==> config.mk <==
export PLATFORM = sky130hd
export DESIGN_NAME = latlong_text_parser
export DESIGN_NICKNAME = d
export VERILOG_FILES = /design/src/sv/llp_pkg.sv /design/src/sv/llp_front.sv /design/src/sv/llp_fifo.sv /design/src/sv/llp_back.sv /design/src/sv/latlong_text_parser.sv
export SDC_FILE = /design/constraint.sdc
export NUM_CORES = 2
export LEC_CHECK = 0
export BUFFER_PORTS_ARGS = -buffer_cell sky130_fd_sc_hd__buf_2
export CAP_MARGIN = 20
export CORE_UTILIZATION = 30
export CTS_BUF_LIST = sky130_fd_sc_hd__clkbuf_8
export CTS_CLUSTER_SIZE = 24
export DETAILED_ROUTE_END_ITERATION = 10
export PLACE_DENSITY = 0.44
export SKIP_LAST_GASP = 1
export SLEW_MARGIN = 20
export SYNTH_ARGS = -nofsm -noshare
export SYNTH_HDL_FRONTEND = slang
export SYNTH_SLANG_ARGS = --single-unit
==> constraint.sdc <==
create_clock -name clk -period 30.4 [get_ports clk]
set_clock_uncertainty 0.05 [all_clocks]
set_input_delay 1.52 -clock clk [delete_from_list [all_inputs] [get_ports clk]]
set_output_delay 1.52 -clock clk [all_outputs]
set_load 0.02 [all_outputs]
==> src/sv/llp_pkg.sv <==
// shared types, constants and helpers for the coordinate text parser
package llp_pkg;

  localparam int WHOLE_BITS      = 20;
  localparam int FRAC_BITS       = 30;
  localparam int CNT_BITS        = 4;
  localparam int MAX_FRAC_DIGITS = 9;
  localparam int OUT_BITS        = 50;
  localparam int FRAC_OUT_BITS   = 28;
  localparam int IDEG_BITS       = 22;
  localparam int REM_BITS        = 43;
  localparam int DEN_SHIFT       = 13;
  localparam int SCL_BITS        = REM_BITS + FRAC_OUT_BITS - DEN_SHIFT;

  localparam logic [7:0] CH_NUL   = 8'h00;
  localparam logic [7:0] CH_ZERO  = 8'h30;
  localparam logic [7:0] CH_NINE  = 8'h39;
  localparam logic [7:0] CH_POINT = 8'h2e;
  localparam logic [7:0] CH_UW    = 8'h57;
  localparam logic [7:0] CH_LW    = 8'h77;
  localparam logic [7:0] CH_US    = 8'h53;
  localparam logic [7:0] CH_LS    = 8'h73;

  localparam logic [WHOLE_BITS-1:0] WHOLE_MAX = {WHOLE_BITS{1'b1}};
  localparam logic [REM_BITS-1:0]   DENOM     = 43'd3600000000000;
  localparam logic [31:0]           NANO      = 32'd1000000000;
  localparam logic [31:0] SEC_PER_DEG = 32'd3600;
  localparam logic [31:0] SEC_PER_MIN = 32'd60;
  // floor(2^43 / 3600)
  localparam logic [31:0] RECIP_SEC   = 32'd2443359172;
  // floor(2^70 / 3.6e12)
  localparam logic [31:0] RECIP_DEN   = 32'd327942116;
  // 3.6e12 / 2^13
  localparam logic [31:0] DEN_ODD     = 32'd439453125;

  typedef struct packed {
    logic [2:0][WHOLE_BITS-1:0] whole;
    logic [2:0][FRAC_BITS-1:0]  frac;
    logic [2:0][CNT_BITS-1:0]   cnt;
    logic                       neg;
    logic                       ovf;
  } snapshot_t;

  // scale for a fraction with c digits: 10^(9-c)
  function automatic logic [29:0] pow10_scale(input logic [CNT_BITS-1:0] c);
    logic [29:0] r;
    unique case (c)
      4'd0:    r = 30'd1000000000;
      4'd1:    r = 30'd100000000;
      4'd2:    r = 30'd10000000;
      4'd3:    r = 30'd1000000;
      4'd4:    r = 30'd100000;
      4'd5:    r = 30'd10000;
      4'd6:    r = 30'd1000;
      4'd7:    r = 30'd100;
      4'd8:    r = 30'd10;
      default: r = 30'd1;
    endcase
    return r;
  endfunction

endpackage

==> src/sv/llp_front.sv <==
// character intake: splits the text into pieces and queues a snapshot on NUL
module llp_front import llp_pkg::*; (
  input  logic       clk,
  input  logic       rst_n,
  input  logic       in_valid,
  output logic       in_ready,
  input  logic [7:0] in_char_code,
  input  logic       q_full,
  output logic       q_push,
  output snapshot_t  q_data
);

  logic [2:0][WHOLE_BITS-1:0] whole_r, whole_nxt;
  logic [2:0][FRAC_BITS-1:0]  frac_r, frac_nxt;
  logic [2:0][CNT_BITS-1:0]   cnt_r, cnt_nxt;
  logic [1:0] piece_r, piece_nxt;
  logic       in_frac_r, in_frac_nxt;
  logic       neg_r, neg_nxt;
  logic       sep_r, sep_nxt;
  logic       ovf_r, ovf_nxt;
  logic       acc_ok;
  logic [3:0] digit;
  logic [WHOLE_BITS+3:0] wv;
  logic [FRAC_BITS+3:0]  fv;

  assign in_ready = !q_full;
  assign acc_ok   = in_valid && in_ready;
  assign digit    = in_char_code[3:0] - CH_ZERO[3:0];
  assign q_push   = acc_ok && (in_char_code == CH_NUL);
  assign q_data   = '{whole: whole_r, frac: frac_r, cnt: cnt_r, neg: neg_r, ovf: ovf_r};

  always_comb begin
    whole_nxt   = whole_r;
    frac_nxt    = frac_r;
    cnt_nxt     = cnt_r;
    piece_nxt   = piece_r;
    in_frac_nxt = in_frac_r;
    neg_nxt     = neg_r;
    sep_nxt     = sep_r;
    ovf_nxt     = ovf_r;
    wv          = '0;
    fv          = '0;
    if (acc_ok) begin
      priority if (in_char_code == CH_NUL) begin
        whole_nxt   = '0;
        frac_nxt    = '0;
        cnt_nxt     = '0;
        piece_nxt   = '0;
        in_frac_nxt = 1'b0;
        neg_nxt     = 1'b0;
        sep_nxt     = 1'b0;
        ovf_nxt     = 1'b0;
      end else if (in_char_code >= CH_ZERO && in_char_code <= CH_NINE) begin
        sep_nxt = 1'b0;
        if (piece_r == 2'd3) begin
          ovf_nxt = 1'b1;
        end else begin
          for (int k = 0; k < 3; k++) begin
            if (piece_r == 2'(k)) begin
              if (in_frac_r) begin
                if (cnt_r[k] < CNT_BITS'(MAX_FRAC_DIGITS)) begin
                  fv = {1'b0, frac_r[k], 3'b000} + {3'b000, frac_r[k], 1'b0}
                       + (FRAC_BITS+4)'(digit);
                  frac_nxt[k] = fv[FRAC_BITS-1:0];
                  cnt_nxt[k]  = cnt_r[k] + CNT_BITS'(1);
                end else begin
                  ovf_nxt = 1'b1;
                end
              end else begin
                wv = {1'b0, whole_r[k], 3'b000} + {3'b000, whole_r[k], 1'b0}
                     + (WHOLE_BITS+4)'(digit);
                if (wv > (WHOLE_BITS+4)'(WHOLE_MAX)) begin
                  whole_nxt[k] = WHOLE_MAX;
                  ovf_nxt      = 1'b1;
                end else begin
                  whole_nxt[k] = wv[WHOLE_BITS-1:0];
                end
              end
            end
          end
        end
      end else if (in_char_code == CH_POINT) begin
        sep_nxt = 1'b0;
        if (in_frac_r) ovf_nxt = 1'b1;
        else in_frac_nxt = 1'b1;
      end else if (in_char_code == CH_UW || in_char_code == CH_LW ||
                   in_char_code == CH_US || in_char_code == CH_LS) begin
        neg_nxt = 1'b1;
        sep_nxt = 1'b0;
      end else if (!sep_r) begin
        if (piece_r != 2'd3) piece_nxt = piece_r + 2'd1;
        in_frac_nxt = 1'b0;
        sep_nxt     = 1'b1;
      end
    end
  end

  always_ff @(posedge clk) begin
    if (!rst_n) begin
      whole_r   <= '0;
      frac_r    <= '0;
      cnt_r     <= '0;
      piece_r   <= '0;
      in_frac_r <= 1'b0;
      neg_r     <= 1'b0;
      sep_r     <= 1'b0;
      ovf_r     <= 1'b0;
    end else begin
      whole_r   <= whole_nxt;
      frac_r    <= frac_nxt;
      cnt_r     <= cnt_nxt;
      piece_r   <= piece_nxt;
      in_frac_r <= in_frac_nxt;
      neg_r     <= neg_nxt;
      sep_r     <= sep_nxt;
      ovf_r     <= ovf_nxt;
    end
  end

endmodule

==> src/sv/llp_fifo.sv <==
// two-entry snapshot queue between intake and conversion
module llp_fifo import llp_pkg::*; (
  input  logic      clk,
  input  logic      rst_n,
  input  logic      push,
  input  snapshot_t wr_data,
  output logic      full,
  input  logic      pop,
  output logic      rd_valid,
  output snapshot_t rd_data
);

  snapshot_t  mem_r [2];
  logic       wr_ptr_r, wr_ptr_nxt;
  logic       rd_ptr_r, rd_ptr_nxt;
  logic [1:0] count_r, count_nxt;

  assign full     = (count_r == 2'd2);
  assign rd_valid = (count_r != 2'd0);
  assign rd_data  = mem_r[rd_ptr_r];

  always_comb begin
    wr_ptr_nxt = wr_ptr_r ^ push;
    rd_ptr_nxt = rd_ptr_r ^ pop;
    count_nxt  = count_r + {1'b0, push} - {1'b0, pop};
  end

  always_ff @(posedge clk) begin
    if (push) mem_r[wr_ptr_r] <= wr_data;
  end

  always_ff @(posedge clk) begin
    if (!rst_n) begin
      wr_ptr_r <= 1'b0;
      rd_ptr_r <= 1'b0;
      count_r  <= 2'd0;
    end else begin
      wr_ptr_r <= wr_ptr_nxt;
      rd_ptr_r <= rd_ptr_nxt;
      count_r  <= count_nxt;
    end
  end

endmodule

==> src/sv/llp_back.sv <==
// conversion: 32x32 multiply sequence with reciprocal divisions by 3600 and 3.6e12
module llp_back import llp_pkg::*; (
  input  logic                clk,
  input  logic                rst_n,
  input  logic                q_valid,
  input  snapshot_t           q_data,
  output logic                q_pop,
  output logic                out_valid,
  input  logic                out_ready,
  output logic [OUT_BITS-1:0] out_degrees_fixed,
  output logic                out_overflow
);

  localparam logic [1:0] ST_IDLE = 2'd0;
  localparam logic [1:0] ST_CALC = 2'd1;
  localparam logic [1:0] ST_DONE = 2'd2;

  logic [1:0]               state_r, state_nxt;
  logic [4:0]               step_r, step_nxt;
  snapshot_t                snap_r;
  logic [31:0]              secs_r, secs_nxt;
  logic [REM_BITS-1:0]      fr_r, fr_nxt;
  logic [REM_BITS-1:0]      rem_r, rem_nxt;
  logic [IDEG_BITS-1:0]     ideg_r, ideg_nxt;
  logic [FRAC_OUT_BITS-1:0] fbits_r, fbits_nxt;
  logic [31:0]              frem_r, frem_nxt;
  logic [63:0]              prod_r, prod_nxt;
  logic [SCL_BITS-1:0]      fdiff;
  logic                     out_valid_r, out_valid_nxt;
  logic [OUT_BITS-1:0]      out_deg_r;
  logic                     out_ovf_r;
  logic [31:0]              mul_a, mul_b;
  logic                     load_out;
  logic                     sat;
  logic [OUT_BITS-1:0]      mag, res;

  assign q_pop             = (state_r == ST_IDLE) && q_valid;
  assign load_out          = (state_r == ST_DONE) && (!out_valid_r || out_ready);
  assign out_valid         = out_valid_r;
  assign out_degrees_fixed = out_deg_r;
  assign out_overflow      = out_ovf_r;
  assign prod_nxt          = {32'b0, mul_a} * {32'b0, mul_b};
  // remainder of the fraction estimate, in units of 2^-15 of 3.6e12 / 2^13
  assign fdiff             = {rem_r, {(FRAC_OUT_BITS-DEN_SHIFT){1'b0}}} - prod_r[SCL_BITS-1:0];
  assign sat               = ideg_r[IDEG_BITS-1];
  assign mag               = sat ? {1'b0, {(OUT_BITS-1){1'b1}}}
                                 : {1'b0, ideg_r[IDEG_BITS-2:0], fbits_r};
  assign res               = snap_r.neg ? (OUT_BITS'(0) - mag) : mag;

  always_comb begin
    state_nxt = state_r;
    step_nxt  = step_r;
    secs_nxt  = secs_r;
    fr_nxt    = fr_r;
    rem_nxt   = rem_r;
    ideg_nxt  = ideg_r;
    fbits_nxt = fbits_r;
    frem_nxt  = frem_r;
    mul_a     = '0;
    mul_b     = '0;
    unique case (state_r)
      ST_IDLE: begin
        if (q_valid) begin
          state_nxt = ST_CALC;
          step_nxt  = '0;
        end
      end
      ST_CALC: begin
        step_nxt = step_r + 5'd1;
        unique case (step_r)
          // whole seconds
          5'd0: begin
            mul_a = 32'(snap_r.whole[0]);
            mul_b = SEC_PER_DEG;
          end
          5'd1: begin
            secs_nxt = prod_r[31:0] + 32'(snap_r.whole[2]);
            mul_a    = 32'(snap_r.whole[1]);
            mul_b    = SEC_PER_MIN;
          end
          // fractions in nano arc seconds
          5'd2: begin
            secs_nxt = secs_r + prod_r[31:0];
            mul_a    = 32'(snap_r.frac[0]);
            mul_b    = 32'(pow10_scale(snap_r.cnt[0]));
          end
          5'd3: begin
            mul_a = prod_r[31:0];
            mul_b = SEC_PER_DEG;
          end
          5'd4: begin
            fr_nxt = prod_r[REM_BITS-1:0];
            mul_a  = 32'(snap_r.frac[1]);
            mul_b  = 32'(pow10_scale(snap_r.cnt[1]));
          end
          5'd5: begin
            mul_a = prod_r[31:0];
            mul_b = SEC_PER_MIN;
          end
          5'd6: begin
            fr_nxt = fr_r + prod_r[REM_BITS-1:0];
            mul_a  = 32'(snap_r.frac[2]);
            mul_b  = 32'(pow10_scale(snap_r.cnt[2]));
          end
          5'd7: begin
            fr_nxt = fr_r + prod_r[REM_BITS-1:0];
            mul_a  = secs_r;
            mul_b  = RECIP_SEC;
          end
          // degree estimate is exact or one low
          5'd8: begin
            ideg_nxt = {1'b0, prod_r[63:43]};
            mul_a    = {11'b0, prod_r[63:43]};
            mul_b    = SEC_PER_DEG;
          end
          5'd9: begin
            rem_nxt = {{(REM_BITS-32){1'b0}}, secs_r - prod_r[31:0]};
          end
          5'd10: begin
            if (rem_r >= REM_BITS'(SEC_PER_DEG)) begin
              rem_nxt  = rem_r - REM_BITS'(SEC_PER_DEG);
              ideg_nxt = ideg_r + IDEG_BITS'(1);
            end
          end
          5'd11: begin
            mul_a = rem_r[31:0];
            mul_b = NANO;
          end
          5'd12: begin
            rem_nxt = prod_r[REM_BITS-1:0] + fr_r;
          end
          // remainder stays below three times 3.6e12
          5'd13, 5'd14: begin
            if (rem_r >= DENOM) begin
              rem_nxt  = rem_r - DENOM;
              ideg_nxt = ideg_r + IDEG_BITS'(1);
            end
          end
          // fraction bits: estimate up to two low from the top 32 remainder bits
          5'd15: begin
            mul_a = rem_r[41:10];
            mul_b = RECIP_DEN;
          end
          5'd16: begin
            fbits_nxt = prod_r[59:32];
            mul_a     = {4'b0, prod_r[59:32]};
            mul_b     = DEN_ODD;
          end
          5'd17: begin
            frem_nxt = fdiff[31:0];
          end
          default: begin
            if (frem_r >= {DEN_ODD[30:0], 1'b0}) begin
              fbits_nxt = fbits_r + FRAC_OUT_BITS'(2);
            end else if (frem_r >= DEN_ODD) begin
              fbits_nxt = fbits_r + FRAC_OUT_BITS'(1);
            end
            step_nxt  = '0;
            state_nxt = ST_DONE;
          end
        endcase
      end
      ST_DONE: begin
        if (load_out) state_nxt = ST_IDLE;
      end
      default: state_nxt = ST_IDLE;
    endcase
  end

  always_comb begin
    out_valid_nxt = out_valid_r;
    if (load_out) out_valid_nxt = 1'b1;
    else if (out_ready) out_valid_nxt = 1'b0;
  end

  always_ff @(posedge clk) begin
    if (q_pop) snap_r <= q_data;
    secs_r  <= secs_nxt;
    fr_r    <= fr_nxt;
    rem_r   <= rem_nxt;
    ideg_r  <= ideg_nxt;
    fbits_r <= fbits_nxt;
    frem_r  <= frem_nxt;
    prod_r  <= prod_nxt;
    if (load_out) begin
      out_deg_r <= res;
      out_ovf_r <= snap_r.ovf | sat;
    end
  end

  always_ff @(posedge clk) begin
    if (!rst_n) begin
      state_r     <= ST_IDLE;
      step_r      <= '0;
      out_valid_r <= 1'b0;
    end else begin
      state_r     <= state_nxt;
      step_r      <= step_nxt;
      out_valid_r <= out_valid_nxt;
    end
  end

endmodule

==> src/sv/latlong_text_parser.sv <==
// top level of the coordinate text to signed decimal degrees parser
// usage:
//   in channel: one ASCII character per transaction on in_char_code; a NUL
//   ends the text. characters are taken one per cycle while the two-entry
//   snapshot queue has room.
//   out channel: one transaction per NUL, out_degrees_fixed in Q21.28 two's
//   complement and out_overflow for any correction seen in that text.
// conversion: with the converter idle, the snapshot of a NUL is popped from
//   the queue, a 19-step sequence of 32x32 multiplies with reciprocal
//   divisions by 3600 and 3.6e12 runs, and the result loads the output.
// throughput: characters at one per cycle while the queue has room; texts
//   convert one at a time; intake stalls only when two texts are queued.
// reset: synchronous, active low; clears all pieces, flags, the queue and the
//   output valid flag.
// stall: while out_ready is low the result holds in the output register, the
//   converter waits with its next result, and intake runs on until the queue
//   fills.
module latlong_text_parser import llp_pkg::*; (
  input  logic                clk,
  input  logic                rst_n,
  input  logic                in_valid,
  output logic                in_ready,
  input  logic [7:0]          in_char_code,
  output logic                out_valid,
  input  logic                out_ready,
  output logic [OUT_BITS-1:0] out_degrees_fixed,
  output logic                out_overflow
);

  snapshot_t push_data, pop_data;
  logic      q_push, q_pop, q_full, q_valid;

  llp_front u_front (
    .clk          (clk),
    .rst_n        (rst_n),
    .in_valid     (in_valid),
    .in_ready     (in_ready),
    .in_char_code (in_char_code),
    .q_full       (q_full),
    .q_push       (q_push),
    .q_data       (push_data)
  );

  llp_fifo u_fifo (
    .clk      (clk),
    .rst_n    (rst_n),
    .push     (q_push),
    .wr_data  (push_data),
    .full     (q_full),
    .pop      (q_pop),
    .rd_valid (q_valid),
    .rd_data  (pop_data)
  );

  llp_back u_back (
    .clk               (clk),
    .rst_n             (rst_n),
    .q_valid           (q_valid),
    .q_data            (pop_data),
    .q_pop             (q_pop),
    .out_valid         (out_valid),
    .out_ready         (out_ready),
    .out_degrees_fixed (out_degrees_fixed),
    .out_overflow      (out_overflow)
  );

`ifndef SYNTHESIS
  a_no_push_full: assert property (@(posedge clk) disable iff (!rst_n)
    !(q_push && q_full))
    else $error("snapshot pushed into full queue");

  a_nul_queued: assert property (@(posedge clk) disable iff (!rst_n)
    (in_valid && in_ready && in_char_code == CH_NUL) |=> q_valid)
    else $error("terminated text missing from queue");

  a_pop_valid: assert property (@(posedge clk) disable iff (!rst_n)
    q_pop |-> q_valid)
    else $error("pop from empty queue");
`endif

endmodule
# Yosys cells after proc, flatten, opt, wreduce, memory -nomap -nowiden
# Memory sizes are Yosys's and may differ from the RTL's. A register that Yosys moved wholly into a read port is not among the register bits.
# Index checks and enable logic that the tools add are counted.
# totals
reg_bits,495
mem_bits_rw,328
romBits,1440
inputBits,12
output_inout_bits,53
word_cells,282
mem_count,4
# memory_table
memory,depth,width,read_ports,rd_ports_with_merged_regs,write_ports,line_no,text
(name not given),16,30,1,0,0,llp_pkg.sv:47,unique case (c)
(name not given),16,30,1,0,0,llp_pkg.sv:47,
(name not given),16,30,1,0,0,llp_pkg.sv:47,
u_fifo.mem_r,2,164,1,1,1,llp_fifo.sv:13,snapshot_t mem_r [2];
# classes
n_addsub,30
mul,1
n_lt_le_gt_ge,12
n_eq_ne,42
n_mux,100
n_bitwise,4
n_reduce_logical,60
# op_table
cell,n
32-bit case mux with 11 select lines,1
32-bit case mux with 9 select lines,1
30-bit two-way mux,9
90-bit two-way mux,3
20-bit two-way mux,9
60-bit two-way mux,3
43-bit case mux with 4 select lines,1
30-bit adder,3
30-bit by 4-bit adder with 30-bit output,3
43-bit two-way mux,2
43-bit case mux with 2 select lines,1
23-bit by 21-bit adder with 24-bit output,3
24-bit by 4-bit adder with 24-bit output,3
"24-bit by 20-bit greater-than comparator with 1-bit output, second input constant",3
22-bit case mux with 3 select lines,1
32-bit by 32-bit multiplier with 64-bit output,1
32-bit two-way mux,2
32-bit case mux with 2 select lines,1
32-bit subtractor,2
28-bit two-way mux,2
28-bit case mux with 2 select lines,1
50-bit two-way mux,1
"1-bit by 50-bit subtractor with 50-bit output, first input constant",1
49-bit two-way mux,1
62 further kinds,191

# Longest topological paths before layout
# depth
depth_word,15
mapped_depth,44
mapped_depth_nobuf,39

# Hierarchy
# From an unflattened synthesis, not the netlist that was laid out.
# unflattened
cells_unflattened,9278
hier_area_um2,90720.8
# modules_own_cells
mod,n_inst,cells_each,area_per_inst_um2,seq_area_each_um2
llp_back,1,6942,63522.2,15284.7
llp_front,1,1805,15030.7,3363.2
llp_fifo,1,531,12167.9,9949.5

# Least setup slack after synthesis
# No wires, ideal clock.
# synth_path
kind,register to register
startpoint,register u_fifo.count_r[1]
endpoint,register u_fifo.count_r[1]
setup_ps,115
t_arrival_ps,13723
t_required_ps,30235
setup_slack_ps,16513
stages_incl_launch_ff,9
path_buffers,0
period_less_slack_ps,13887
cell_sequence,dfxtp_1 -> nor2_1 -> nor3_1 -> ha_1 -> inv_1 -> ha_1 -> xnor2_1 -> xnor2_1 -> and2_1
# synth_between
word_cells_on_any_way,8
cone_classes,add/sub: 2; eq/ne: 1; reduce/logical: 5
# synth_rtl
element,line_no,text
from (decl),llp_fifo.sv:16,"logic [1:0] count_r, count_nxt;"
from (signal assigned),llp_fifo.sv:40,count_r <= count_nxt;
2-bit nonzero test,llp_fifo.sv:19,assign rd_valid = (count_r != 2'd0);
1-bit logical AND,llp_back.sv:37,assign q_pop = (state_r == ST_IDLE) && q_valid;
via q_pop,latlong_text_parser.sv:31,"logic q_push, q_pop, q_full, q_valid;"
2-bit by 1-bit subtractor with 2-bit output,llp_fifo.sv:25,"count_nxt = count_r + {1'b0, push} - {1'b0, pop};"
# The timed path passes the listed nets, and every way through them passes these cells.
# A chain may end at the register's enable or synchronous reset.

# Worst setup path after layout
# layout_path
startpoint,register u_back.step_r[4]
endpoint,register u_back.prod_r[58]
# layout_between
elab_chain_cells,5
word_cells_on_any_way,20
cone_classes,mul: 1; eq/ne: 11; mux: 4; reduce/logical: 4
# layout_lines
element,line_no,text
from (decl),llp_back.sv:19,"logic [4:0] step_r, step_nxt;"
from (signal assigned),llp_back.sv:198,step_r <= step_nxt;
"5-bit by 2-bit == test with 1-bit output, or another cell as far along",llp_back.sv:70,unique case (step_r)
3-bit OR reduction (no source line) / 2-bit OR reduction (equally long branches),n/a,
32-bit case mux with 9 select lines / 32-bit case mux with 11 select lines (equally long branches),llp_back.sv:70,
32-bit two-way mux,llp_back.sv:61,unique case (state_r)
32-bit by 32-bit multiplier with 64-bit output (*),llp_back.sv:42,"assign prod_nxt = {32'b0, mul_a} * {32'b0, mul_b};"
via u_back.prod_nxt[58],llp_back.sv:27,"logic [63:0] prod_r, prod_nxt;"
to (signal assigned),llp_back.sv:184,prod_r <= prod_nxt;
to (decl),llp_back.sv:27,
# Mark *: on every way through the listed nets, which the timed path passes. The rest lies on a longest branch.

==> results_dict.tcl <==
set metrics [dict create \
    drtAntennaViolNets 0 \
    clk_pin_slew_ns 0.07 \
    yosysSeqAreaShare 0.310 \
    comb_power_share 0.405 \
    finalNetCount 10686 \
    post_cts_resized 0 \
    nFillCells 30028 \
    worstMarginPinSlew_ns 1.22 \
    r2r_cells 30 \
    switching_share 0.438 \
    grt_pass1_vias 69566 \
    crit_required_ns 31.19 \
    cp_slowest_cell "and3_1" \
    rsz0062_at_grt "false" \
    yosysTopAreaCellShare 0.254 \
    regArea_um2 27200 \
    cts_made_buffers 179 \
    synth_common_cells "inv_1, nand2_1, nor2_1, fa_1, edfxtp_1" \
    grt.total_usage 0.236 \
    start_kind "flop" \
    antenna_found_initial 21 \
    post-route-util 0.332 \
    overflow 0 \
    multi_input_area_um2 55300 \
    p_leak_nw 42.0 \
    status "finished, final reports clean" \
    wl_per_cell_um 26.8 \
    synthCells 9033 \
    min_period_ns 13.40 \
    slew_violations 0 \
    p_seq_frac 0.362 \
    p_clk_frac 0.233 \
    endpoint_kind "flop" \
    synth_ff_type "edfxtp_1" \
    ys.warnings.count 0 \
    synth_top_family_by_area "adder cells" \
    postCtsSetupBuffers 0 \
    slew_headroom 0.185 \
    gp_congestion 0.973 \
    routed_wl_mm 351 \
    synthArstFlopShare 0 \
    ys_ff_latch 987 \
    arrival_ns 14.18 \
    cp_max_fo 38 \
    tritoncts "yes" \
    synth-simple-area-share 0.141 \
    dp_hpwl_mm 277 \
    synth_mux_area_frac 0.0238 \
    synthesis.nets 10664 \
    irDropWorstVdd_uv 73.7 \
    post-route-period-util 0.441 \
    synth_cell_types 88 \
    worstSetupStartpoint "u_back.step_r[4]$_SDFFE_PN0P_" \
    timing.rr.start "u_back.step_r[4]$_SDFFE_PN0P_" \
    die_h_um 543 \
    synthAdderAreaFrac 0.306 \
    synth_edf_count 743 \
    p_sw_w 0.00236 \
    max_stage_delay_ns 0.95 \
    vias 69040 \
    row_count 198 \
    r2r_slack_ns 17.00 \
    grt_pass1_wl_mm 504 \
    io_pins 65 \
    critical_path.most_common_cell "fa_1" \
    coreArea_um2 291000 \
    fmax_ghz 0.0746 \
    area.growth.synth_to_final_pct 10.0 \
    reg2reg_to "u_back.prod_r[58]$_DFF_P_" \
    vias_per_cell 5.27 \
    synthXorXnorAreaFrac 0.0369 \
    hold_violations 0 \
    grt_max_degree 135 \
    finalSetupTns_ns 0 \
    drt-pass1-iter-count 7 \
    drtIter0Drc 6615 \
    clock_latency_ns 0.95 \
    start_util 0.302 \
    drc 0 \
    die_area_um2 295000 \
    layout-drive-gt1-share 0.0807 \
    netlist_area_um2 87800 \
    crit_end "u_back.prod_r[58]$_DFF_P_" \
    hold_path.class "reg2reg" \
    h-tree-depth 4 \
    cts_buffer_depth 4 \
    cap_violations 0 \
    synth_top_cells_by_area "edfxtp_1, fa_1, ha_1" \
    powerDensity_nw_per_um2 55.7 \
    internal_power_w 0.00302 \
    power_w 0.00538 \
    synth_compound_area_frac 0.118 \
    finalSetupViolCount 0 \
    portBuffers 64 \
    ctsHoldBuffers 0 \
    avgSynthCellArea_um2 9.72 \
    synth_area_leader_cell "edfxtp_1" \
    cts-root-buf "clkbuf_8" \
    synthMostInstantiatedCell "inv_1" \
    die_w_um 543 \
    crit_type "reg2reg" \
    clock_sinks 987 \
]
-- layout make-up --
class | count | share of cell area
antenna | 2 | 0.0000518
clock buffer | 191 | 0.0272
clock inverter | 130 | 0.00825
inverter | 1118 | 0.0434
multi-input combinational | 6538 | 0.572
sequential | 987 | 0.281
tap | 3900 | 0.0505
timing repair buffer | 231 | 0.0168
-- cell families after synthesis --
group,after synthesis
and+or+nand+nor,2763
adders and majority gates,1619
buffers and inverters,1508
muxes,188
AOI/OAI and AO/OA,1598
DFF,987
xor gates and xnor gates,370
-- per-layer routing --
layer	routed length (µm)	up-vias	track usage
li1	-	30708	-
met1	156000	34917	0.326
met2	155000	2806	0.367
met3	25700	603	0.0397
met4	15000	6	0.0886
met5	37	-	0
-- registers in the layout, indices dropped and copies added, names as in the netlist, 28 cells and up --
register / flops
u_front.q_data: 162
u_back.fbits_r: 28
u_back.frem_r: 32
u_back.secs_r: 32
u_back.rem_r: 43
u_back.prod_r: 64
u_fifo.mem_r: 328
u_back.snap_r: 164
u_back.fr_r: 43
u_back.out_degrees_fixed: 50
-- worst min path at each step --
stage / startpoint / endpoint / slack (ns) / cells after the start
2_1_floorplan: u_front.q_data[43]$_SDFFE_PN0P_ / u_fifo.mem_r[0][43]$_DFFE_PP_ / 0.38 / 0
3_3_place_gp: u_front.q_data[13]$_SDFFE_PN0P_ / u_fifo.mem_r[0][13]$_DFFE_PP_ / 0.41 / 0
3_5_place_dp: u_front.q_data[13]$_SDFFE_PN0P_ / u_fifo.mem_r[0][13]$_DFFE_PP_ / 0.42 / 0
4_1_cts: u_front.q_data[5]$_SDFFE_PN0P_ / u_fifo.mem_r[1][5]$_DFFE_PP_ / 0.40 / 0
5_1_grt: u_front.q_data[5]$_SDFFE_PN0P_ / u_fifo.mem_r[1][5]$_DFFE_PP_ / 0.42 / 0
6_report: u_front.q_data[5]$_SDFFE_PN0P_ / u_fifo.mem_r[1][5]$_DFFE_PP_ / 0.39 / 0
-- through the flow --
stage	hold WS, ns	instances	setup WS, ns	instance area, µm²
6_report	0.388	13097	17.00	96600
3_5_place_dp	0.415	12774	17.32	93200
2_1_floorplan	0.375	9033	16.51	87800
5_1_grt	0.424	13096	16.61	96600
3_3_place_gp	0.405	12772	17.49	93100
4_1_cts	0.398	13095	17.32	96600
-- placed cells by master, fill, tap and decap left out, types with 46 or more instances in the layout --
cell and n:
nor2_1 895, ha_1 736, or3_1 74, nand2b_1 105, a22oi_1 132, nand4_1 51, and3_1 69, a21oi_1 394
clkbuf_8 191, o21a_1 46, inv_1 1174, o21bai_1 50, xor2_1 138, xnor2_1 232, fa_1 880, o21ai_0 367
buf_2 63, buf_4 163, dfxtp_1 243, edfxtp_1 743, nor2b_1 138, mux2_2 170, nand3_1 153, a21o_1 154
nand2_1 952, a211oi_1 50, nor3_1 116
-- power by group through the flow --
stage	sequential, W	clock (W)	combinational, W
floorplan	0.00179	0	0.00134
global placement	0.00197	0	0.00215
detailed placement	0.00197	0	0.00216
CTS	0.00194	0.00130	0.00217
global route	0.00194	0.00135	0.00236
finish	0.00195	0.00126	0.00218
-- critical path, delay by kind of cell, from the launching register on --
kind	cells	cell delay, ns
compound gates	7	3.42
xor+xnor	1	0.19
fa+ha+maj	10	4.95
buf+inv	6	1.07
flops	1	0.94
simple gates	6	2.65
Power figures use the tool's default switching activity.
